`src/sqpq_pkg.sv`:
```
// Shared types, codes and compare helper for the sorted two-key priority queue.
package sqpq_pkg;

    localparam int KEY_W  = 32;
    localparam int TAG_W  = 32;
    localparam int CNT_W  = 5;
    localparam int ADDR_W = 4;
    localparam int DATA_W = 32;

    localparam logic [2:0] FUNC_INSERT  = 3'd0;
    localparam logic [2:0] FUNC_PEEK    = 3'd1;
    localparam logic [2:0] FUNC_ADVANCE = 3'd2;
    localparam logic [2:0] FUNC_REMOVE  = 3'd3;
    localparam logic [2:0] FUNC_REWIND  = 3'd4;
    localparam logic [2:0] FUNC_STATUS  = 3'd5;

    localparam logic [1:0] STAT_OK       = 2'd0;
    localparam logic [1:0] STAT_DUP      = 2'd1;
    localparam logic [1:0] STAT_FULL     = 2'd2;
    localparam logic [1:0] STAT_NO_ENTRY = 2'd3;

    localparam logic [1:0] DIR_ANY  = 2'd0;
    localparam logic [1:0] DIR_ASC  = 2'd1;
    localparam logic [1:0] DIR_DESC = 2'd2;

    localparam logic [1:0] REG_PDIR      = 2'd0;
    localparam logic [1:0] REG_SDIR      = 2'd1;
    localparam logic [1:0] REG_SEC_EN    = 2'd2;
    localparam logic [1:0] REG_ALLOW_DUP = 2'd3;

    typedef enum logic [1:0] {
        ST_IDLE,
        ST_CMP,
        ST_UPD
    } t_state;

    typedef struct packed {
        logic signed [KEY_W-1:0] primary;
        logic signed [KEY_W-1:0] secondary;
        logic [TAG_W-1:0]        tag;
    } t_entry;

    typedef struct packed {
        logic [1:0] pdir;
        logic [1:0] sdir;
        logic       sec_en;
        logic       allow_dup;
    } t_cfg;

    typedef struct packed {
        t_entry new_entry;
        t_cfg   cfg;
        logic   cmp_en;
        logic   ins_commit;
        logic   rem_commit;
    } t_cell_ctl;

    typedef struct packed {
        logic found;
        logic before_cur;
    } t_chain;

    typedef struct packed {
        logic [2:0]              func;
        t_entry                  entry;
    } t_req;

    typedef struct packed {
        logic [1:0]       status;
        logic             entry_valid;
        t_entry           entry;
        logic             queue_empty;
        logic [CNT_W-1:0] entry_count;
    } t_rsp;

    function automatic logic favours(input logic [1:0] dir,
                                     input logic signed [KEY_W-1:0] a,
                                     input logic signed [KEY_W-1:0] b);
        logic res;
        case (dir)
            DIR_ANY:  res = 1'b1;
            DIR_DESC: res = a > b;
            default:  res = a < b;
        endcase
        return res;
    endfunction

endpackage

```
`src/sqpq_cell.sv`:
```
// One storage cell of the sorted chain: compare against the broadcast key, then shift.
module sqpq_cell #(
    parameter int DEPTH = 16,
    parameter int IDX   = 0
) (
    input  logic                          i_clk,
    input  sqpq_pkg::t_cell_ctl           i_ctl,
    input  logic [$clog2(DEPTH+1)-1:0]    i_occ,
    input  logic [$clog2(DEPTH+1)-1:0]    i_cursor,
    input  sqpq_pkg::t_entry              i_left,
    input  sqpq_pkg::t_entry              i_right,
    input  sqpq_pkg::t_chain              i_chain,
    output sqpq_pkg::t_chain              o_chain,
    output logic                          o_tie_first,
    output sqpq_pkg::t_entry              o_entry,
    output sqpq_pkg::t_entry              o_sel
);

    localparam int             CW    = $clog2(DEPTH + 1);
    localparam logic [CW-1:0]  IDX_V = CW'(IDX);

    sqpq_pkg::t_entry r_entry;
    sqpq_pkg::t_entry n_entry;
    logic             r_stop;
    logic             r_tie;
    logic             w_valid;
    logic             w_stop;
    logic             w_tie;
    logic             w_first;
    logic             w_take_new;

    assign w_valid = IDX_V < i_occ;

    always_comb begin
        w_tie  = 1'b0;
        if (i_ctl.new_entry.primary != r_entry.primary) begin
            w_stop = sqpq_pkg::favours(i_ctl.cfg.pdir, i_ctl.new_entry.primary,
                                       r_entry.primary);
        end else if (!i_ctl.cfg.sec_en ||
                     i_ctl.new_entry.secondary == r_entry.secondary) begin
            w_stop = 1'b1;
            w_tie  = 1'b1;
        end else begin
            w_stop = sqpq_pkg::favours(i_ctl.cfg.sdir, i_ctl.new_entry.secondary,
                                       r_entry.secondary);
        end
    end

    assign w_first            = r_stop & ~i_chain.found;
    assign o_chain.found      = i_chain.found | r_stop;
    assign o_chain.before_cur = i_chain.before_cur | (r_stop & (IDX_V < i_cursor));
    assign o_tie_first        = w_first & r_tie;
    assign w_take_new         = w_first | ((IDX_V == i_occ) & ~i_chain.found);
    assign o_entry            = r_entry;
    assign o_sel              = (IDX_V == i_cursor) ? r_entry : '0;

    always_comb begin
        n_entry = r_entry;
        if (i_ctl.ins_commit) begin
            if (w_take_new) begin
                n_entry = i_ctl.new_entry;
            end else if (i_chain.found) begin
                n_entry = i_left;
            end
        end else if (i_ctl.rem_commit && (IDX_V >= i_cursor)) begin
            n_entry = i_right;
        end
    end

    always_ff @(posedge i_clk) begin
        r_entry <= n_entry;
        if (i_ctl.cmp_en) begin
            r_stop <= w_valid & w_stop;
            r_tie  <= w_tie;
        end
    end

endmodule

```
`config.mk`:
```
export PLATFORM = sky130hd
export DESIGN_NAME = sqpq_cell
export DESIGN_NICKNAME = d
export VERILOG_FILES = /design/src/sqpq_pkg.sv /design/src/sqpq_cell.sv
export SDC_FILE = /design/constraint.sdc
export NUM_CORES = 1
export LEC_CHECK = 0
export ABC_AREA = 0
export BUFFER_PORTS_ARGS = -buffer_cell sky130_fd_sc_hd__buf_2
export CAP_MARGIN = 10
export CORE_AREA = 2 2 195 197
export DETAILED_ROUTE_END_ITERATION = 16
export DIE_AREA = 0 0 197 199
export PLACE_DENSITY = 0.51
export RECOVER_POWER = 50
export SLEW_MARGIN = 15
export SYNTH_ARGS = -nofsm -noshare
export SYNTH_HDL_FRONTEND = slang
export SYNTH_SLANG_ARGS = --single-unit
```
`constraint.sdc`:
```
create_clock -name i_clk -period 9.4 [get_ports i_clk]
set_clock_uncertainty 0.1 [all_clocks]
set_input_delay 0.94 -clock i_clk [delete_from_list [all_inputs] [get_ports i_clk]]
set_output_delay 0.94 -clock i_clk [all_outputs]
set_load 0.05 [all_outputs]
```
== Word-level counts from Yosys, hierarchy flattened ==
Cells that the tools add are included.

* Bits in registers: 98
* Input bits: 310
* Output and inout port bits: 195

* Magnitude comparators: 7
* Eq/ne operators: 5
* Mux-type cells: 10
* Bitwise operators: 9
* Reduce and logical (&&, ||, !) cells: 9

{| class="wikitable"
|+ Operators by type and width
! cell !! number
|-
| $mux W96 || 5
|-
| $gt A32 B32 Y1 || 2
|-
| $lt A32 B32 Y1 || 2
|-
| $eq A32 B32 Y1 || 1
|-
| $ne A32 B32 Y1 || 1
|-
| $logic_not A5 Y1 || 2
|-
| $lt A1 B5 Y1 const A || 2
|-
| $and A1 B1 Y1 || 5
|-
| $ge A1 B5 Y1 const A || 1
|-
| $eq A2 B2 Y1 const B || 2
|-
| $logic_not A2 Y1 || 2
|-
| $pmux W1 S2 || 2
|-
| $mux W1 || 3
|-
| $ne A3 B1 Y1 const B || 1
|-
| $or A1 B1 Y1 || 3
|-
| $reduce_and A2 Y1 || 1
|-
| $reduce_bool A2 Y1 || 1
|-
| $logic_and A1 B1 Y1 || 1
|-
| $logic_not A1 Y1 || 1
|-
| $logic_or A1 B1 Y1 || 1
|-
| $not A1 Y1 || 1
|}

== Depth between registers and ports, before layout ==
Gate-level depths: netlist of the first run.

* Word-level depth: 5
* Gate-level depth with buffers: 9

== Least setup slack after synthesis of the first run ==
Ideal clock, no wire load.

* Path type: input to register
* Start: in i_cursor[1]
* End: reg r_entry, in the netlist o_entry[0] (enable)
* Library setup time: 0.583 ns
* Arrival time: 6.535 ns
* Slack: 2.182 ns
* Stages on the path: 4
* Cells stage by stage: or4_1 > nor2_1 > a21oi_1 > a21oi_1

* Word-level cells in the longest chain between the ends: 4

{| class="wikitable"
|+ RTL lines
! item !! line !! RTL
|-
| start: declaration || sqpq_cell.sv:9 || <nowiki>input logic [$clog2(DEPTH+1)-1:0] i_cursor,</nowiki>
|-
| $ge A1 B5 Y1 || sqpq_cell.sv:65 || <nowiki>end else if (i_ctl.rem_commit && (IDX_V >= i_cursor)) begin</nowiki>
|-
| $logic_and A1 B1 Y1 || sqpq_cell.sv:65 ||
|-
| $reduce_bool A2 Y1 (no line) || - ||
|-
| $reduce_and A2 Y1 (no line) || - ||
|-
| end signal: assignment || sqpq_cell.sv:71 || <nowiki>r_entry <= n_entry;</nowiki>
|-
| end: declaration || sqpq_cell.sv:22 || <nowiki>sqpq_pkg::t_entry r_entry;</nowiki>
|}

No other way between the ends.
A chain may end at the register's enable or synchronous reset.

==> impl_results.md, run 1 <==
- Status: finished with violations
- Violations in the final reports: capacitance limit, slew limit
- Clk sinks: 98
- Worst Setup Start Kind: primary input
- Main synth FF type: edfxtp_1
- EDFF count, synth: 98
- Setup TNS Final: 0 ps
- Hpwl dp: between 20000 and 25000 um
- Worst setup EP type: flop
- Post-DR wirelength/cell: 16.5 um
- CTS root buf: clkbuf_16
- Area growth syn-to-layout: 44.3%
- Net Count, Synth: between 1000 and 1500
- VDD IR-drop max: 0.0856 mV
- Post-CTS setup repair buffer count: 0
- CP arrival: 5740 ps
- Sequential cell area fraction in the yosys report: 41.3%
- Full die area: 0.0392 sq mm
- Die X: 197 um
- PwrDens: around 130 mW/mm^2
- Global route overflow: 0
- Gate Count Post-Synth: 771
- Starting Density: about a fifth
- Largest net degree at the start of global routing: between 80 and 90
- Final Wtd Congestion: around 0.82
- Worst Max-Slew Pin Slew: between 3000 and 4000 ps
- Commonest non-fill, non-tap cell in the layout: buf_2
- Routed via count: about 7300
- CTS max path bufs: 2
- Slowest stage delay, CP: between 2000 and 2500 ps
- DR pass1 iterations: 7
- WS Path Type: in -> reg
- Final antenna diode count: 0
- Vias in the first global route: approximately 7000
- 1st-iter DRT viols: roughly 220
- Setup violators final: 0
- Max Clock Freq: around 0.17 GHz
- Asr flop ratio synth: 0%
- Die height: just under 200 um
- Port buffer count: 503
- Core area: about 0.037 sq mm
- Rows: about 70
- Drt total wl: between 20000 and 30000 um
- Cell Area, Synth: between 0.007 and 0.008 sq mm
- Worst-path clk slew: 70 ps
- Final hold vios: 0
- CTS tree: done
- Critical path fanouts, max: 51
- Power, Total: around 1400 uW
- R2R cell count: 5
- Most frequent cells in the layout: 402 x buf_2, 165 x nor2_1, 119 x a21oi_1
- Slowest-stage cell, CP: clkbuf_1
- Ports: 505
- Slew HR: -118%
- Ys Warns: 0
- Unique masters post-synth: 39
- Period minus WS final: approximately 5800 ps
- Mapped Avg Cell Area: 9.23 sq um
- Final worst path period share: between 60% and 70%
- Hold Buf Count CTS: 0
- Post_cts resized: 0
- Cells along the critical path: buf_2 > or4_1 > nor2_1 > o21bai_1 > clkbuf_1 > buf_4 > mux2i_1 > a21oi_1
- Max-Cap Viols: 3
- RSZ-0062 raised after global routing: false
- Depth of the CTS H-tree: 3
- Worst-Skew Late Latency: 370 ps
- DR vias/cell: 4.23
- Share of layout cells above drive strength 1: 34.0%
- CTS Buf Count: 9
- Required @ worst endpoint: 9380 ps
- First-pass GRT wire length: 40900 um
- Initial antenna violation count: 0
- WHS Path Cells: 3
- Synth Register Bits: 98
- Nets: 1625
- Pins Over Slew Limit: between 100 and 150
- Drt drc: 0
- Leakage: roughly 0.0054 uW
- HP Class: in -> reg
- GRT Total Usage: 13.9%
- Routed Antenna Nets: 0
==> worst paths after layout <==
| check | slack [ps] | to | startpoint |
|---|---|---|---|
| worst max register to register | 4030 | o_entry[63] | r_stop |
| worst min register to register | 1060 | o_entry[34] | r_stop |
| worst min-delay path | 790 | o_entry[34] | i_right[34] |
| worst max-delay path | 3630 | o_entry[63] | i_occ[3] |
==> state kept, by name, summed over array words and instances, names as in the netlist <==
signal	count
o_entry	96
r_stop	1
r_tie	1
==> routing by layer <==
layer	wire length, um	vias up	track usage (%)
met5	0	-	0
met4	614	0	5.21
met1	12100	3292	16.8
li1	-	3678	-
met2	13900	319	24.1
met3	1840	26	2.85
==> kinds of logic (layout without fill, tap and decap cells) <==
group / count (synthesis) / in the layout / synth area share (%)
DFF: 98 / 98 / 41.3
adders and majority gates: 64 / 64 / 11.2
AOI/OAI and AO/OA: 152 / 152 / 12.0
and+or+nand+nor: 251 / 251 / 15.7
muxes: 97 / 97 / 13.7
buffers and inverters: 109 / 594 / 5.99
==> synth_stat cells, types with 10 or more instances <==
cell,n,area share [%]
a21oi_1,120,8.4
and2_1,37,3.3
clkbuf_1,32,1.7
edfxtp_1,98,41
ha_1,64,11
inv_1,66,3.5
mux2i_1,96,13
nand2_1,11,0.58
nand3_1,10,0.70
nand4_1,11,0.97
nor2_1,166,8.8
==> where the power goes <==
| part | total (uW) | internal (uW) | switching, uW | leakage, uW |
|---|---|---|---|---|
| clock network | 363 | 180 | 183 | 0.000119 |
| registers | 551 | 531 | 20.7 | 0.000938 |
| logic | 454 | 148 | 306 | 0.00432 |
==> per-stage QoR <==
step	std cells	hold WS (ps)	utilization, %	instance area (sq um)	setup slack [ps]
2_1_floorplan	771	952	-	7120	2180
3_3_place_gp	1714	927	27.3	10100	5260
3_5_place_dp	1714	928	27.3	10100	5230
4_1_cts	1730	723	28.1	10400	5350
5_1_grt	1730	778	27.7	10300	3280
6_report	1730	786	27.7	10300	3630
==> worst max-delay path: cells and delay by family <==
kind	cells	cell delay [ps]
buf+inv	3	3480
simple gates	2	220
compound gates	2	730
mux	1	310
==> cell type report <==
type | instances | area, sq um
fill | 4136 | 26900
multi-input combinational | 564 | 3760
sequential | 98 | 2940
timing repair buffer | 511 | 2450
tap | 474 | 593
inverter | 67 | 251
clock buffer | 10 | 229
clock inverter | 6 | 42.5
Power figures use the tool's default switching activity.
==> run 2, diff against run 1 <==
==> constraint.sdc (replaced) <==
create_clock -name i_clk -period 5.85 [get_ports i_clk]
set_clock_uncertainty 0.1 [all_clocks]
set_input_delay 0.585 -clock i_clk [delete_from_list [all_inputs] [get_ports i_clk]]
set_output_delay 0.585 -clock i_clk [all_outputs]
set_load 0.05 [all_outputs]
==> impl_results.md, run 2 (synthesis gave the netlist of run 1 again) <==
- R2R cell count: 5
- Most frequent cells in the layout: 384 x buf_2, 166 x nor2_1, 122 x clkbuf_1
- Share of layout cells above drive strength 1: between 30% and 40%
- 1st-iter DRT viols: between 200 and 300
- WS Path Type: in -> reg
- Reg2Reg Setup Slack: about 1800 ps
- Die height: 199 um
- Setup violators final: 0
- Global route overflow: 0
- Hold slack: between 300 and 400 ps
- Starting Density: a little under a fifth
- Worst setup EP type: flop
- Port buffer count: between 500 and 600
- Final Wtd Congestion: around 0.86
- Max reg flops: 96
- Max-Cap Viols: 3
- Cell Count, Final, Fillers Out: around 1700
- Worst-Skew Late Latency: between 300 and 400 ps
- Final instance area: between 0.01 and 0.015 sq mm
- Required @ worst endpoint: just under 6000 ps
- Multi-input gate area: around 0.0038 sq mm
- Final hold vios: 0
- Drt total wl: between 20000 and 30000 um
- Final antenna diode count: 0
- RSZ-0062 raised after global routing: false
- Violations in the final reports: capacitance limit, slew limit
- Status: finished with violations
- Critical path fanouts, max: 34
- Die X: a little under 200 um
- GRT Total Usage: around 14%
- Hpwl dp: about 24000 um
- Vias in the first global route: roughly 7100
- Area growth syn-to-layout: 44.2%
- # fillers: roughly 4000
- Worst setup path start: i_occ[3]
- Worst Max-Slew Pin Slew: 2500 ps
- WHS Path Cells: 1
- Initial antenna violation count: 1
- Hold Buf Count CTS: 0
- Pre-CTS setup slack: about 2200 ps
- CTS root buf: clkbuf_16
- Slew HR: -66.4%
- PwrDens: around 210 mW/mm^2
- Final worst path period share: approximately 70%
- First-pass GRT wire length: 41500 um
- DR pass1 iterations: 6
- Worst Setup Start Kind: primary input
- Pins Over Slew Limit: just over 100
- Launch point of the worst reg-to-reg path: r_stop
- Worst reg2reg endpoint: o_entry[92]
- VDD IR-drop max: 0.130 mV
- Setup TNS Final: 0 ps
- Max Clock Freq: 0.244 GHz
- Leakage: roughly 0.0053 uW
- Inst Count DP: 1715
- Ports: about 510
- Nets: ~1600
- Commonest non-fill, non-tap cell in the layout: buf_2
- HP Class: in -> reg
- HP Start: i_ctl[2]
- CTS Buf Count: 9
- Placed Area: between 0.01 and 0.015 sq mm
- DR vias/cell: around 4.3
- Rows: 71
- Post_cts resized: 0
- Hold Path Sink: r_stop
- Reg area: 0.00294 sq mm
- Largest net degree at the start of global routing: 84
- Routed via count: between 7000 and 8000
- Full die area: around 0.039 sq mm
- Core area: between 0.03 and 0.04 sq mm
- CTS tree: done
- CTS max path bufs: 2
- Clk sinks: around 100
- Worst-path clk slew: approximately 80 ps
- Post-DR wirelength/cell: between 15 and 20 um
- Routed Antenna Nets: 0
- Period minus WS final: slightly above 4000 ps
- Final WS setup: 1750 ps
- Drt drc: 0
- Depth of the CTS H-tree: 3
- CP arrival: just over 4000 ps
- Post-CTS setup repair buffer count: 0
==> run 2: layout make-up <==
type	instances	area share [%]
Sequential cell	98	28.7
Tap cell	474	5.78
Multi-Input combinational cell	564	36.7
Clock inverter	6	0.415
Timing Repair Buffer	512	23.7
Clock buffer	10	2.23
Inverter	67	2.45
==> run 2: per-layer routing <==
| layer | part of all wire, % | track usage [%] |
|---|---|---|
| met1 | 42 | 17.1 |
| met5 | 0.041 | 0 |
| met4 | 2.0 | 4.40 |
| met3 | 7.4 | 4.04 |
| met2 | 48 | 24.4 |
==> run 2: how the worst max path moves through the flow <==
stage | endpoint | cells after the start
3_3_place_gp | r_stop | 9
3_5_place_dp | r_stop | 9
4_1_cts | r_stop | 9
6_report | o_entry[92] | 8
5_1_grt | o_entry[62] | 5
2_1_floorplan | o_entry[0] | 4
==> run 2: power by group <==
group / leakage (uW) / switching (uW) / internal, uW
Combinational: 0.00424 / 496 / 239
Sequential: 0.000938 / 36.3 / 849
Clock: 0.000130 / 292 / 290
==> run 2: metrics by stage <==
| stage | util [%] | total power [uW] |
|---|---|---|
| floorplan | - | 1380 |
| global placement | 27.3 | 1640 |
| global route | 27.6 | 2330 |
| finish | 27.6 | 2200 |
| detailed placement | 27.3 | 1650 |
| CTS | 28.1 | 2250 |
==> run 2: worst max-delay path, cell delays in order <==
cell	delay (ps)
buf_2	70
or4_1	140
nor2_1	150
o21bai_4	150
clkbuf_1	1780
buf_4	780
mux2i_1	310
a21oi_1	90
==> run 3, diff against run 2 <==
--- a/config.mk
+++ b/config.mk
@@ -8,9 +8,9 @@
 export ABC_AREA = 0
 export BUFFER_PORTS_ARGS = -buffer_cell sky130_fd_sc_hd__buf_2
 export CAP_MARGIN = 10
-export CORE_AREA = 2 2 195 197
+export CORE_AREA = 2 2 199 201
 export DETAILED_ROUTE_END_ITERATION = 16
-export DIE_AREA = 0 0 197 199
+export DIE_AREA = 0 0 201 203
 export PLACE_DENSITY = 0.51
 export RECOVER_POWER = 50
 export SLEW_MARGIN = 15
==> constraint.sdc (replaced) <==
create_clock -name i_clk -period 3.3 [get_ports i_clk]
set_clock_uncertainty 0.1 [all_clocks]
set_input_delay 0.33 -clock i_clk [delete_from_list [all_inputs] [get_ports i_clk]]
set_output_delay 0.33 -clock i_clk [all_outputs]
set_load 0.05 [all_outputs]
==> impl_results.md, run 3 (synthesis gave the netlist of run 1 again) <==
- Post-CTS setup repair buffer count: 0
- Die X: about 200 um
- Cell Count, Final, Fillers Out: approximately 1800
- Final hold vios: 0
- Critical path buffers and inverters: 2
- Depth of the CTS H-tree: 3
- Hold Buf Count CTS: 0
- # fillers: 4300
- VDD IR-drop max: 0.249 mV
- Leakage: between 0.005 and 0.006 uW
- Max Clock Freq: ~0.32 GHz
- PwrDens: ~380 mW/mm^2
- Max reg flops: 96
- Full die area: 0.0408 sq mm
- RSZ-0062 raised after global routing: false
- Nets: 1627
- GRT Total Usage: 14.1%
- Commonest non-fill, non-tap cell in the layout: buf_2
- Die height: ~200 um
- Worst setup path start: i_occ[0]
- Pins Over Slew Limit: between 90 and 100
- 1st-iter DRT viols: around 320
- Starting Density: between 10% and 20%
- Top Family by Delay on Critical Path: buffers and inverters
- Area growth syn-to-layout: 46.6%
- Ports: between 500 and 600
- Worst setup EP type: flop
- Status: finished with violations
- Power, Total: ~4000 uW
- Worst-Skew Late Latency: 380 ps
- Max-Cap Viols: 1
- Final Wtd Congestion: ~0.9
- DR vias/cell: about 4.2
- Post-DR wirelength/cell: around 17 um
- Core area: about 0.038 sq mm
- Port buffer count: ~500
- Clk sinks: between 90 and 100
- HP Class: in -> reg
- Period minus WS final: around 3100 ps
- Setup violators final: 0
- Slew HR: -26.8%
- Slowest-stage cell, CP: clkbuf_4
- Drt drc: 0
- Final core occ: 27.1%
- Violations in the final reports: capacitance limit, slew limit
- Largest net degree at the start of global routing: roughly 110
- Routed via count: 7466
- Worst Max-Slew Pin Slew: approximately 1900 ps
- Drt total wl: 30000 um
- Setup TNS Final: 0 ps
- CTS max path bufs: 2
- Slowest stage delay, CP: about 900 ps
- Reg area: between 0.002 and 0.003 sq mm
- DR pass1 iterations: 4
- Routed Antenna Nets: 0
- CTS tree: done
- Multi-input gate area: around 0.0038 sq mm
- CTS root buf: clkbuf_16
- Worst Setup Start Kind: primary input
- First-pass GRT wire length: roughly 43000 um
- Critical path fanouts, max: 98
- Initial antenna violation count: 0
- HP Start: i_right[35]
- Rows: approximately 70
- Worst-path clk slew: ~80 ps
- Share of layout cells above drive strength 1: between 30% and 40%
- Hpwl dp: between 20000 and 25000 um
- Final worst path period share: 94.1%
- Inst Count DP: 1760
- Required @ worst endpoint: approximately 3300 ps
- CP arrival: 3110 ps
- Cells along the critical path: buf_2 > or4_1 > nor2_1 > o21bai_4 > clkbuf_4 > mux2i_1 > a21oi_1
- CTS Buf Count: 9
- WS Path Type: in -> reg
- Post_cts resized: 0
- Global route overflow: 0
- Launch point of the worst reg-to-reg path: r_stop
- Most frequent cells in the layout: 401 x buf_2, 165 x nor2_1, 120 x a21oi_1
- Vias in the first global route: 7427
run 3: power by group:
part | switching, uW | internal, uW
combinational | 886 | 431
sequential | 58.7 | 1510
clock | 534 | 591
run 3: final timing paths:
kind / to / slack (ps) / cells past startpoint
worst min register to register: r_tie / 1100 / 4
worst max register to register: o_entry[11] / 250 / 4
worst max-delay path: o_entry[11] / 190 / 7
worst min-delay path: o_entry[35] / 170 / 3
run 3: cell type report:
type                       count  area share, %
multi-input combinational    564           36.1
sequential                    98           28.2
timing repair buffer         513           24.2
tap                          518           6.21
inverter                      67           2.41
clock buffer                  10           2.19
clock inverter                 6          0.635
antenna                        1         0.0240
run 3: routing by layer:
layer  track usage [%]  vias up  wire length (um)  part of all wire [%]
li1                  -     3690                 -                     -
met1              16.5     3420             12600                    42
met2              24.8      328             14500                    49
met3              3.16       28              1940                   6.5
met4              6.08        0               836                   2.8
met5                 0        -                 0                     0
run 3: per-stage QoR:
stage | area [sq um] | hold slack (ps) | setup slack, ps
floorplan | 7140 | 342 | 19.0
global placement | 10300 | 511 | 212
detailed placement | 10300 | 517 | 188
CTS | 10600 | 105 | 219
global route | 10400 | 166 | 58.1
finish | 10400 | 166 | 194
run 3: worst reg2reg max path, stage by stage (launching register included):
cell and delay [ps]:
edfxtp_1 490, o21bai_4 160, clkbuf_4 1360, mux2i_1 570
a21oi_1 120
