**src/sqpq_pkg.sv**
```systemverilog
// Shared types, codes and compare helper for the sorted two-key priority queue.
package sqpq_pkg;

    localparam int KEY_W  = 32;
    localparam int TAG_W  = 32;
    localparam int CNT_W  = 5;
    localparam int ADDR_W = 4;
    localparam int DATA_W = 32;

    localparam logic [2:0] FUNC_INSERT  = 3'd0;
    localparam logic [2:0] FUNC_PEEK    = 3'd1;
    localparam logic [2:0] FUNC_ADVANCE = 3'd2;
    localparam logic [2:0] FUNC_REMOVE  = 3'd3;
    localparam logic [2:0] FUNC_REWIND  = 3'd4;
    localparam logic [2:0] FUNC_STATUS  = 3'd5;

    localparam logic [1:0] STAT_OK       = 2'd0;
    localparam logic [1:0] STAT_DUP      = 2'd1;
    localparam logic [1:0] STAT_FULL     = 2'd2;
    localparam logic [1:0] STAT_NO_ENTRY = 2'd3;

    localparam logic [1:0] DIR_ANY  = 2'd0;
    localparam logic [1:0] DIR_ASC  = 2'd1;
    localparam logic [1:0] DIR_DESC = 2'd2;

    localparam logic [1:0] REG_PDIR      = 2'd0;
    localparam logic [1:0] REG_SDIR      = 2'd1;
    localparam logic [1:0] REG_SEC_EN    = 2'd2;
    localparam logic [1:0] REG_ALLOW_DUP = 2'd3;

    typedef enum logic [1:0] {
        ST_IDLE,
        ST_CMP,
        ST_UPD
    } t_state;

    typedef struct packed {
        logic signed [KEY_W-1:0] primary;
        logic signed [KEY_W-1:0] secondary;
        logic [TAG_W-1:0]        tag;
    } t_entry;

    typedef struct packed {
        logic [1:0] pdir;
        logic [1:0] sdir;
        logic       sec_en;
        logic       allow_dup;
    } t_cfg;

    typedef struct packed {
        t_entry new_entry;
        t_cfg   cfg;
        logic   cmp_en;
        logic   ins_commit;
        logic   rem_commit;
    } t_cell_ctl;

    typedef struct packed {
        logic found;
        logic before_cur;
    } t_chain;

    typedef struct packed {
        logic [2:0]              func;
        t_entry                  entry;
    } t_req;

    typedef struct packed {
        logic [1:0]       status;
        logic             entry_valid;
        t_entry           entry;
        logic             queue_empty;
        logic [CNT_W-1:0] entry_count;
    } t_rsp;

    function automatic logic favours(input logic [1:0] dir,
                                     input logic signed [KEY_W-1:0] a,
                                     input logic signed [KEY_W-1:0] b);
        logic res;
        case (dir)
            DIR_ANY:  res = 1'b1;
            DIR_DESC: res = a > b;
            default:  res = a < b;
        endcase
        return res;
    endfunction

endpackage

```
**src/sqpq_cfg.sv**
```systemverilog
// APB-style configuration register bank of the priority queue.
module sqpq_cfg (
    input  logic                        i_clk,
    input  logic                        i_rst_n,
    input  logic                        psel,
    input  logic                        penable,
    input  logic                        pwrite,
    input  logic [sqpq_pkg::ADDR_W-1:0] paddr,
    input  logic [sqpq_pkg::DATA_W-1:0] pwdata,
    output logic [sqpq_pkg::DATA_W-1:0] prdata,
    output logic                        pready,
    output sqpq_pkg::t_cfg              o_cfg
);

    sqpq_pkg::t_cfg r_cfg;
    sqpq_pkg::t_cfg n_cfg;
    logic           w_wr;

    assign pready = 1'b1;
    assign w_wr   = psel & penable & pwrite;
    assign o_cfg  = r_cfg;

    always_comb begin
        n_cfg = r_cfg;
        if (w_wr) begin
            case (paddr[3:2])
                sqpq_pkg::REG_PDIR:      n_cfg.pdir      = pwdata[1:0];
                sqpq_pkg::REG_SDIR:      n_cfg.sdir      = pwdata[1:0];
                sqpq_pkg::REG_SEC_EN:    n_cfg.sec_en    = pwdata[0];
                sqpq_pkg::REG_ALLOW_DUP: n_cfg.allow_dup = pwdata[0];
                default:                 n_cfg           = r_cfg;
            endcase
        end
    end

    always_ff @(posedge i_clk) begin
        if (!i_rst_n) begin
            r_cfg.pdir      <= sqpq_pkg::DIR_ASC;
            r_cfg.sdir      <= sqpq_pkg::DIR_ASC;
            r_cfg.sec_en    <= 1'b0;
            r_cfg.allow_dup <= 1'b1;
        end else begin
            r_cfg <= n_cfg;
        end
    end

    always_comb begin
        case (paddr[3:2])
            sqpq_pkg::REG_PDIR:      prdata = {30'd0, r_cfg.pdir};
            sqpq_pkg::REG_SDIR:      prdata = {30'd0, r_cfg.sdir};
            sqpq_pkg::REG_SEC_EN:    prdata = {31'd0, r_cfg.sec_en};
            sqpq_pkg::REG_ALLOW_DUP: prdata = {31'd0, r_cfg.allow_dup};
            default:                 prdata = '0;
        endcase
    end

endmodule

```
**config.mk**
```make
export PLATFORM = sky130hd
export DESIGN_NAME = sqpq_cfg
export DESIGN_NICKNAME = d
export VERILOG_FILES = /design/src/sqpq_pkg.sv /design/src/sqpq_cfg.sv
export SDC_FILE = /design/constraint.sdc
export NUM_CORES = 1
export LEC_CHECK = 0
export ABC_AREA = 1
export BUFFER_PORTS_ARGS = -buffer_cell sky130_fd_sc_hd__buf_2
export CAP_MARGIN = 0
export CORE_ASPECT_RATIO = 1.2
export CORE_MARGIN = 8
export CORE_UTILIZATION = 32
export DETAILED_ROUTE_END_ITERATION = 10
export PLACE_DENSITY = 0.84
export SYNTH_ARGS = -nofsm -noshare
export SYNTH_HDL_FRONTEND = slang
export SYNTH_SLANG_ARGS = --single-unit
```
**constraint.sdc**
```tcl
create_clock -name i_clk -period 0.87 [get_ports i_clk]
set_input_delay 0.1305 -clock i_clk [delete_from_list [all_inputs] [get_ports i_clk]]
set_output_delay 0.1305 -clock i_clk [all_outputs]
set_load 0.05 [all_outputs]
```
After elaboration in Yosys (flattened, before gate mapping)

Index checks and enable logic that the tools add are counted.

Equality and inequality tests: 3
Reductions and logical operators: 5
Multiplexer cells: 1
Bitwise logic cells: 2

Operators with widths:

| operator             | number |
|---|---|
| $pmux W32 S4         | 1 |
| $reduce_and A2 Y1    | 4 |
| $eq A2 B2 Y1 const B | 2 |
| $and A1 B1 Y1        | 2 |
| $eq A2 B1 Y1 const B | 1 |
| $logic_not A2 Y1     | 1 |

Word-level logic and storage cells: 15
Output and inout bits: 39
Register bits: 6
Input bits: 41

Depth between registers and ports, before layout

Gate-level depths: netlist of run 1.

Depth after elaboration: 3
Gate-level depth with buffers: 5

Worst setup path after synthesis of run 1

No wires, ideal clock.

Path kind: reg2out
From: register r_cfg, in the netlist o_cfg[0]
To: output prdata[0] (netlist name)
Slack: -0.453 ns
Stages on the path, launching flop included: 3
Buffers on the path: 0
Data required time: 0.739 ns
Arrival time: 1.193 ns
Cells stage by stage: dfxtp_1 nand3_1 nand4_1

Word-level cells in the longest chain between the ends: 1

RTL lines:

| element                | line           | source |
|---|---|---|
| start, declared        | sqpq_cfg.sv:15 | `sqpq_pkg::t_cfg r_cfg;` |
| start signal, assigned | sqpq_cfg.sv:43 | `r_cfg <= n_cfg;` |
| $pmux W32 S4           | sqpq_cfg.sv:48 | `case (paddr[3:2])` |
| end, declared          | sqpq_cfg.sv:10 | `output logic [sqpq_pkg::DATA_W-1:0] prdata,` |

No other way between the ends. The select of a mux whose other input is x is not followed.

Worst setup path after layout of run 1

From: register r_cfg, in the netlist o_cfg[3]
To: output prdata[1] (netlist name)

The elaborated chain is that of the path after synthesis.

==> metrics.md, run 1 <==
| Metric | Value |
|---|---|
| Reg-to-reg endpoint | `o_cfg[5]$_SDFFE_PN0P_` |
| IO Pins | `80` |
| Hold Slack | `133 ps` |
| Combinational share of power | `46.0%` |
| Cells after Synth | `83` |
| Mux contribution to synthesized area | `0%` |
| Initial Util | `34.5%` |
| Critical Path, Cell by Cell | `a22o_4 -> buf_8` |
| Number of global-route vias before repair | `534` |
| Critical Path Max Stage Delay | `350 ps` |
| Worst path required time | `740 ps` |
| Layout cells sized above 1 | `40.4%` |
| Largest family of logic cells by synthesized area | `buffers and inverters` |
| Pwr per Cell Area | `1410 nW/um^2` |
| CP Capture Point | `prdata[1]` |
| Crit. Startpoint | `o_cfg[3]$_SDFFE_PN0P_` |
| Number of buffers and inverters on the critical path | `1` |
| Syn Area/Cell | `6.90 um^2` |
| Reg-to-reg startpoint | `o_cfg[5]$_SDFFE_PN0P_` |
| Fmax | `0.903 GHz` |
| First-pass DRT Iterations | `4` |
| Deepest level of the CTS H-tree | `1` |
| Core area | `1660 um^2` |
| Reg2Reg Setup Slack | `150 ps` |
| Data arrival, critical path | `980 ps` |
| Largest delay contributor family on the critical path | `flip-flops` |
| CTS tree | `built` |
| Fillers | `174` |
| Synth warn | `0` |
| Commonest non-fill, non-tap cell in the layout | `conb_1` |
| CTS root buffer | `clkbuf_4` |
| Register area | `143 um^2` |
| Final wirelength | `1440 um` |
| Worst hold-check path type | `primary input to flip-flop` |
| Worst-Skew Late Latency | `250 ps` |
| DRC viols | `0` |
| Register area share after synthesis | `21.0%` |
| Simple-Gate Fraction of Synth Area | `28.8%` |
| Switching portion of total power | `50.6%` |
| Clock buffer count from CTS | `3` |
| Endpoint type of the worst setup path | `primary output` |
| Clock share of power | `28.2%` |
| Status | `finished, violations left` |
| Stages on worst setup path | `2` |
| Final ANT Viol Nets | `0` |
| Final worst path period share | `127%` |
| Post-Synth Adder-Cell Area | `0%` |
| Routed vias/inst | `3.99` |
| Library cells used by synthesis | `16` |
| Crit start category | `flip-flop` |
| Die Y | `62.4 um` |
| Drt wl/cell | `11.3 um` |
| Final critical-path required period | `1110 ps` |
| Final HPWL from detailed placement | `1200 um` |
| Reg2Reg Depth | `3` |
| Worst Skew | `0 ps` |
| Setup CP Type | `flip-flop to primary output` |
| Synth Register Bits | `6` |
| Clk sinks | `6` |
| First-pass GRT wire length | `2170 um` |
| Vias post-DR | `507` |
| Max Cap Violations | `0` |
| Antenna cells | `0` |
| Num rows | `16` |
| GR Util All Layers | `8.21%` |
| Max FFs per register | `6` |
| Clock Path Buffers | `2` |
| PortBufs | `16` |
| Initial drt markers | `19` |
| Multi-input gate area | `327 um^2` |
| Pins over their slew limit | `0` |
| Sequential power share | `25.9%` |
| Most frequent cells in the layout | `conb_1 (31), nand2_1 (11), nor2_1 (8), buf_2 (8), buf_4 (7)` |
| Int Pwr | `0.000523 W` |
| RePlAce Congestion | `0.847` |
| CP max stage cell | `dfxtp_4` |
| Synth-to-Final Area Change | `31.4%` |
| Pin count of the biggest net entering global routing | `7` |
| Die width | `54.6 um` |
| Initial antenna violation count | `0` |
| RSZ-0062 raised after global routing | `yes` |
| # nets final | `151` |
| Final Hold Vio Count | `0` |
| Remaining Overflow, GRT | `0` |
| Synth Area in Compound Gates | `5.02%` |
| VDD IR max | `0.670 mV` |
| Switching power | `0.000537 W` |
| Syn Std Cell Area | `573 um^2` |
| Hold Buf Count CTS | `0` |
| Setup violators final | `8` |
| Critical path peak fanout | `3` |
| Pleak | `0.391 nW` |
| Full die area | `3410 um^2` |
| Failing checks | `setup timing` |
| Placed instance area | `633 um^2` |
| Design area | `753 um^2` |
| Core Util, Final | `45.3%` |
| Post-synthesis xor/xnor area fraction | `0%` |
| Clock-pin slew on the worst setup and hold paths | `50 ps` |
| Final worst slack | `-237 ps` |
## worst min-delay path by stage
stage,from,depth (start not counted),slack (ps),end
after detailed placement,i_rst_n,2,380,o_cfg[0]$_SDFFE_PN1P_
final,i_rst_n,2,130,o_cfg[2]$_SDFFE_PN1P_
after global placement,i_rst_n,2,380,o_cfg[0]$_SDFFE_PN1P_
after CTS,i_rst_n,2,120,o_cfg[0]$_SDFFE_PN1P_
after global routing,i_rst_n,2,140,o_cfg[2]$_SDFFE_PN1P_
after floorplan,i_rst_n,1,210,o_cfg[0]$_SDFFE_PN1P_
## Yosys cell counts, drive strengths merged
cell	instances	area share (%)
buf	31	41
nand2	13	9.0
nor2	12	9.6
nand3	8	9.2
dfxtp	6	21
inv	5	3.3
o21ai	3	2.6
conb	2	1.3
a21oi	1	0.87
a22o	1	1.5
nand4	1	1.1
## worst reg2reg max path, delay by kind of cell (launching register included)
kind          cells  cell delay [ps]
buf+inv           1              130
flops             1              340
simple gates      2              150
## repair_timing
action                                  4_1_cts  5_1_grt
pin swaps                                     2        0
setup buffers                                 0        1
endpoints found under the setup margin        8        8
resized for setup                            25        1
## cell families (layout without fill, tap and decap cells)
| family | Yosys count | count (layout) |
|---|---|---|
| other | 2 | 31 |
| buffers and inverters | 36 | 33 |
| and+or+nand+nor | 34 | 34 |
| DFF | 6 | 6 |
| AOI/OAI and AO/OA | 5 | 5 |
## power groups by stage
stage | clock (W) | sequential (W) | combinational, W
finish | 0.000299 | 0.000274 | 0.000487
global route | 0.000315 | 0.000275 | 0.000510
CTS | 0.000306 | 0.000274 | 0.000479
detailed placement | 0 | 0.000280 | 0.000455
global placement | 0 | 0.000280 | 0.000453
floorplan | 0 | 0.000301 | 0.000468
## per-stage QoR
stage	setup slack [ps]	setup TNS, ps	instances	power (W)
final	-237	-751	127	0.00106
after global routing	-252	-906	127	0.00110
after floorplan	-197	-197	112	0.000769
after global placement	-173	-364	122	0.000732
after CTS	-241	-705	126	0.00106
after detailed placement	-183	-385	122	0.000735
## layer usage
metal | share of wire, % | global-route usage, % | vias up
met1 | 31 | 6.78 | 220
met3 | 16 | 3.57 | 2
li1 | - | - | 250
met5 | 0 | 0 | -
met2 | 53 | 15.1 | 35
met4 | 0.28 | 4.01 | 0
## cell type report
type	count	share of cell area, %
inverter	5	2.49
tap	18	2.99
multi-input combinational	70	43.4
timing repair buffer	24	28.7
clock buffer	4	3.49
sequential	6	18.9
No activity file was read; power rests on OpenSTA's default activity.
==> run 2, diff against run 1 <==
--- a/config.mk
+++ b/config.mk
@@ -9,7 +9,6 @@
 export BUFFER_PORTS_ARGS = -buffer_cell sky130_fd_sc_hd__buf_2
 export CAP_MARGIN = 0
 export CORE_ASPECT_RATIO = 1.2
-export CORE_MARGIN = 8
 export CORE_UTILIZATION = 32
 export DETAILED_ROUTE_END_ITERATION = 10
 export PLACE_DENSITY = 0.84
==> metrics.md, run 2 (synthesized netlist as in run 1, its figures left out) <==
| Metric | Value |
|---|---|
| Initial Util | `34.5%` |
| Die width | `40.6 um` |
| Reg2Reg Setup Slack | `150 ps` |
| Antenna cells | `0` |
| PortBufs | `16` |
| RSZ-0062 raised after global routing | `yes` |
| Number of global-route vias before repair | `390` |
| CTS root buffer | `clkbuf_4` |
| Initial drt markers | `4` |
| Final HPWL from detailed placement | `875 um` |
| Worst Skew | `0 ps` |
| Routed vias/inst | `3.96` |
| Data arrival, critical path | `990 ps` |
| Hold Crit Endpoint | `o_cfg[0]$_SDFFE_PN1P_` |
| Hold Slack | `117 ps` |
| Die Y | `48.4 um` |
| Final Hold Vio Count | `0` |
| Commonest non-fill, non-tap cell in the layout | `conb_1` |
| Drt wl/cell | `8.09 um` |
| Initial antenna violation count | `0` |
| Most crowded layer after global routing | `met2` |
| Final critical-path required period | `1120 ps` |
| Worst hold-check path type | `primary input to flip-flop` |
| IO Pins | `80` |
| Final worst slack | `-247 ps` |
| Pins over their slew limit | `0` |
| Met2 Use GR | `17.7%` |
| Pin count of the biggest net entering global routing | `7` |
| Fillers | `170` |
| Final ANT Viol Nets | `0` |
| DP Worst Slack | `-228 ps` |
| First-pass GRT wire length | `1560 um` |
| Max FFs per register | `6` |
| DRC viols | `0` |
| Setup violators final | `7` |
| Endpoint type of the worst setup path | `primary output` |
| Hold path depth | `2` |
| Vias post-DR | `503` |
| Status | `finished, violations left` |
| Worst-Skew Late Latency | `260 ps` |
| Final wirelength | `1030 um` |
| Most frequent cells in the layout | `conb_1 (31), nand2_1 (11), nor2_1 (8), buf_2 (8), buf_4 (7)` |
| RePlAce Congestion | `0.854` |
| Multi-input gate area | `327 um^2` |
| Worst hold path startpoint | `i_rst_n` |
| # nets final | `151` |
| Clock buffer count from CTS | `3` |
| Register area | `143 um^2` |
| Clock Path Buffers | `2` |
| Layout cells sized above 1 | `40.4%` |
| Failing checks | `setup timing` |
| Crit start category | `flip-flop` |
| CTS tree | `built` |
| Critical path peak fanout | `2` |
| Pwr per Cell Area | `1390 nW/um^2` |
| Full die area | `1960 um^2` |
| Reg-to-reg endpoint | `o_cfg[5]$_SDFFE_PN0P_` |
| Core area | `1660 um^2` |
| Pleak | `0.391 nW` |
| Reg-to-reg startpoint | `o_cfg[5]$_SDFFE_PN0P_` |
| Synth-to-Final Area Change | `31.4%` |
| Max Cap Violations | `0` |
| Num rows | `16` |
| Deepest level of the CTS H-tree | `1` |
| Met3 Use GR | `8.26%` |
| Worst path required time | `740 ps` |
| Fmax | `0.895 GHz` |
| Final worst path period share | `128%` |
| Reg2Reg Depth | `3` |
| GR Util All Layers | `12.2%` |
| Global-route met1 utilization | `12.4%` |
| VDD IR max | `0.614 mV` |
| Clk sinks | `6` |
| Core Util, Final | `45.3%` |
| First-pass DRT Iterations | `4` |
| Setup CP Type | `flip-flop to primary output` |
| Remaining Overflow, GRT | `0` |
| Clock-pin slew on the worst setup and hold paths | `60 ps` |
-- run 2: cell counts in the layout (fill, tap and decap cells not counted) --
No cell type changed its count.
-- run 2: report_power, final --
group	switching (W)	leakage, nW	internal [W]
registers	0.00000617	0.0508	0.000268
clock network	0.000120	0.0150	0.000175
logic	0.000401	0.326	0.0000808
total	0.000527	0.391	0.000523
-- run 2: how the worst max path moves through the flow --
stage / start / end / slack [ps] / cells after the start
after floorplan: o_cfg[4]$_SDFFE_PN1P_ / prdata[0] / -200 / 2
after global placement: paddr[2] / prdata[0] / -150 / 5
after detailed placement: paddr[2] / prdata[0] / -230 / 5
after CTS: o_cfg[5]$_SDFFE_PN0P_ / prdata[1] / -260 / 2
after global routing: o_cfg[5]$_SDFFE_PN0P_ / prdata[1] / -270 / 2
final: o_cfg[5]$_SDFFE_PN0P_ / prdata[1] / -250 / 2
-- run 2: final cells by class --
class                      count  area share (%)
multi-input combinational     70            43.4
timing repair buffer          24            28.7
sequential                     6            18.9
clock buffer                   4            3.49
tap                           18            2.99
inverter                       5            2.49
-- run 2: metal layers --
layer | vias to the layer above | share of wire [%]
li1 | 252 | -
met2 | 28 | 54
met1 | 219 | 35
met3 | 4 | 8.1
met4 | 0 | 2.6
met5 | - | 0
-- run 2: timing repair --
| item | in CTS | in global routing |
|---|---|---|
| hold buffers | 0 | 0 |
| pin swaps | 2 | 1 |
| buffers inserted | 0 | 1 |
| resized for setup | 23 | 3 |
| endpoints found under the setup margin | 8 | 8 |
-- run 2: worst max-delay path: stages, from the launching register on --
cell and delay [ps]:
dfxtp_4 340, a22o_4 240, buf_8 140
-- run 2: metrics by stage --
step | instances | area [um^2] | power, W | TNS [ps]
detailed placement | 122 | 633 | 0.000736 | -460
global placement | 122 | 633 | 0.000731 | -305
CTS | 126 | 737 | 0.00107 | -764
finish | 127 | 753 | 0.00105 | -737
floorplan | 112 | 711 | 0.000769 | -197
global route | 127 | 753 | 0.00112 | -984
==> run 3, diff against run 2 <==
--- a/config.mk
+++ b/config.mk
@@ -8,10 +8,9 @@
 export ABC_AREA = 1
 export BUFFER_PORTS_ARGS = -buffer_cell sky130_fd_sc_hd__buf_2
 export CAP_MARGIN = 0
-export CORE_ASPECT_RATIO = 1.2
 export CORE_UTILIZATION = 32
 export DETAILED_ROUTE_END_ITERATION = 10
-export PLACE_DENSITY = 0.84
+export PLACE_DENSITY = 0.95
 export SYNTH_ARGS = -nofsm -noshare
 export SYNTH_HDL_FRONTEND = slang
 export SYNTH_SLANG_ARGS = --single-unit
==> metrics.md, run 3 (synthesized netlist as in run 1, its figures left out) <==
| Metric | Value |
|---|---|
| Critical path peak fanout | `2` |
| RePlAce Congestion | `0.702` |
| Endpoint type of the worst setup path | `primary output` |
| Final worst slack | `-243 ps` |
| Layout cells sized above 1 | `41.4%` |
| RSZ-0062 raised after global routing | `yes` |
| Initial antenna violation count | `0` |
| Vias post-DR | `531` |
| Met3 Use GR | `5.31%` |
| DRC viols | `0` |
| Final wirelength | `1110 um` |
| Met2 Use GR | `20.0%` |
| Clk sinks | `6` |
| Clock-pin slew on the worst setup and hold paths | `60 ps` |
| Full die area | `1960 um^2` |
| Drt wl/cell | `8.21 um` |
| Status | `finished, violations left` |
| Setup CP Type | `flip-flop to primary output` |
| Pleak | `0.404 nW` |
| Final ANT Viol Nets | `0` |
| Pin count of the biggest net entering global routing | `7` |
| Final Non-Filler Cells | `135` |
| Placed Cells incl. Taps | `127` |
| Data arrival, critical path | `980 ps` |
| # nets final | `153` |
| Global-route met1 utilization | `12.6%` |
| CTS root buffer | `clkbuf_4` |
| Setup violators final | `8` |
| CP max stage cell | `dfxtp_4` |
| Worst-Skew Late Latency | `270 ps` |
| Fillers | `145` |
| First-pass DRT Iterations | `4` |
| Final critical-path required period | `1110 ps` |
| Max Cap Violations | `0` |
| Die width | `44.3 um` |
| Worst Skew | `0 ps` |
| Most crowded layer after global routing | `met2` |
| First-pass GRT wire length | `1730 um` |
| Most frequent cells in the layout | `conb_1 (31), nand2_1 (11), nor2_1 (8), buf_2 (8)` |
| Setup_tns | `-1090 ps` |
| Final Hold Vio Count | `0` |
| Initial Util | `35.9%` |
| Remaining Overflow, GRT | `0` |
| Hold Slack | `106 ps` |
| PortBufs | `16` |
| Fmax | `0.899 GHz` |
| GR Util All Layers | `12.6%` |
| Max FFs per register | `6` |
| Crit start category | `flip-flop` |
| Worst path required time | `740 ps` |
| Core area | `1590 um^2` |
| Worst hold-check path type | `primary input to flip-flop` |
| Clock Path Buffers | `2` |
| Number of global-route vias before repair | `444` |
| Commonest non-fill, non-tap cell in the layout | `conb_1` |
| Critical Path Max Stage Delay | `340 ps` |
| Clock buffer count from CTS | `3` |
| CTS tree | `built` |
| Final worst path period share | `128%` |
| Die Y | `44.3 um` |
| Pins over their slew limit | `0` |
| Failing checks | `setup timing` |
| Initial drt markers | `6` |
| Routed vias/inst | `3.93` |
| Num rows | `14` |
| IO Pins | `80` |
| Reg2Reg Depth | `3` |
| VDD IR max | `0.646 mV` |
| Core Util, Final | `49.4%` |
| Final HPWL from detailed placement | `817 um` |
| Deepest level of the CTS H-tree | `1` |
| Synth-to-Final Area Change | `37.3%` |
| Antenna cells | `0` |
| Pwr per Cell Area | `1360 nW/um^2` |
| Hold Buf Count CTS | `0` |
| Hold path depth | `2` |
| Critical Path, Cell by Cell | `a22o_4 -> buf_8` |
[run 3: cell types whose count changed in the layout (fill, tap and decap cells not counted)]
cell / change
buf_4: -1
buf_6: +3
[run 3: cell type report]
type / count / area [um^2] / share of cell area (%)
Clock buffer: 4 / 26.3 / 3.34
Inverter: 5 / 18.8 / 2.38
Multi-Input combinational cell: 70 / 327 / 41.5
Sequential cell: 6 / 143 / 18.1
Tap cell: 24 / 30.0 / 3.82
Timing Repair Buffer: 26 / 243 / 30.8
[run 3: worst max-delay path, delay by kind of cell (launching register included)]
kind | cells | cell delay [ps]
flops | 1 | 340
compound gates | 1 | 240
buf+inv | 1 | 150
[run 3: final timing paths]
kind | start | endpoint | slack, ps
min reg2reg | o_cfg[0]$_SDFFE_PN1P_ | o_cfg[0]$_SDFFE_PN1P_ | 490
max | o_cfg[5]$_SDFFE_PN0P_ | prdata[1] | -240
min | i_rst_n | o_cfg[4]$_SDFFE_PN1P_ | 110
max reg2reg | o_cfg[1]$_SDFFE_PN0P_ | o_cfg[1]$_SDFFE_PN0P_ | 130
[run 3: metrics by stage]
step / cell area (um^2) / power [W] / setup WS, ps
after CTS: 732 / 0.00107 / -250
final: 787 / 0.00107 / -243
after global placement: 633 / 0.000727 / -177
after detailed placement: 633 / 0.000731 / -198
after global routing: 787 / 0.00111 / -264
after floorplan: 711 / 0.000769 / -197
[run 3: routing by layer]
layer | vias to the layer above | routed length, um
met3 | 5 | 96
met4 | 0 | 38
met5 | - | 0
met2 | 34 | 542
li1 | 254 | -
met1 | 238 | 432
[run 3: repair_timing]
action | in CTS | in global routing
setup buffers | 0 | 4
pin swaps | 1 | 1
endpoints found under the setup margin | 8 | 8
gates resized for setup | 22 | 7
[run 3: report_power, final]
part	internal (W)	switching [W]
combinational	0.0000835	0.000403
sequential	0.000267	0.00000613
clock	0.000176	0.000134
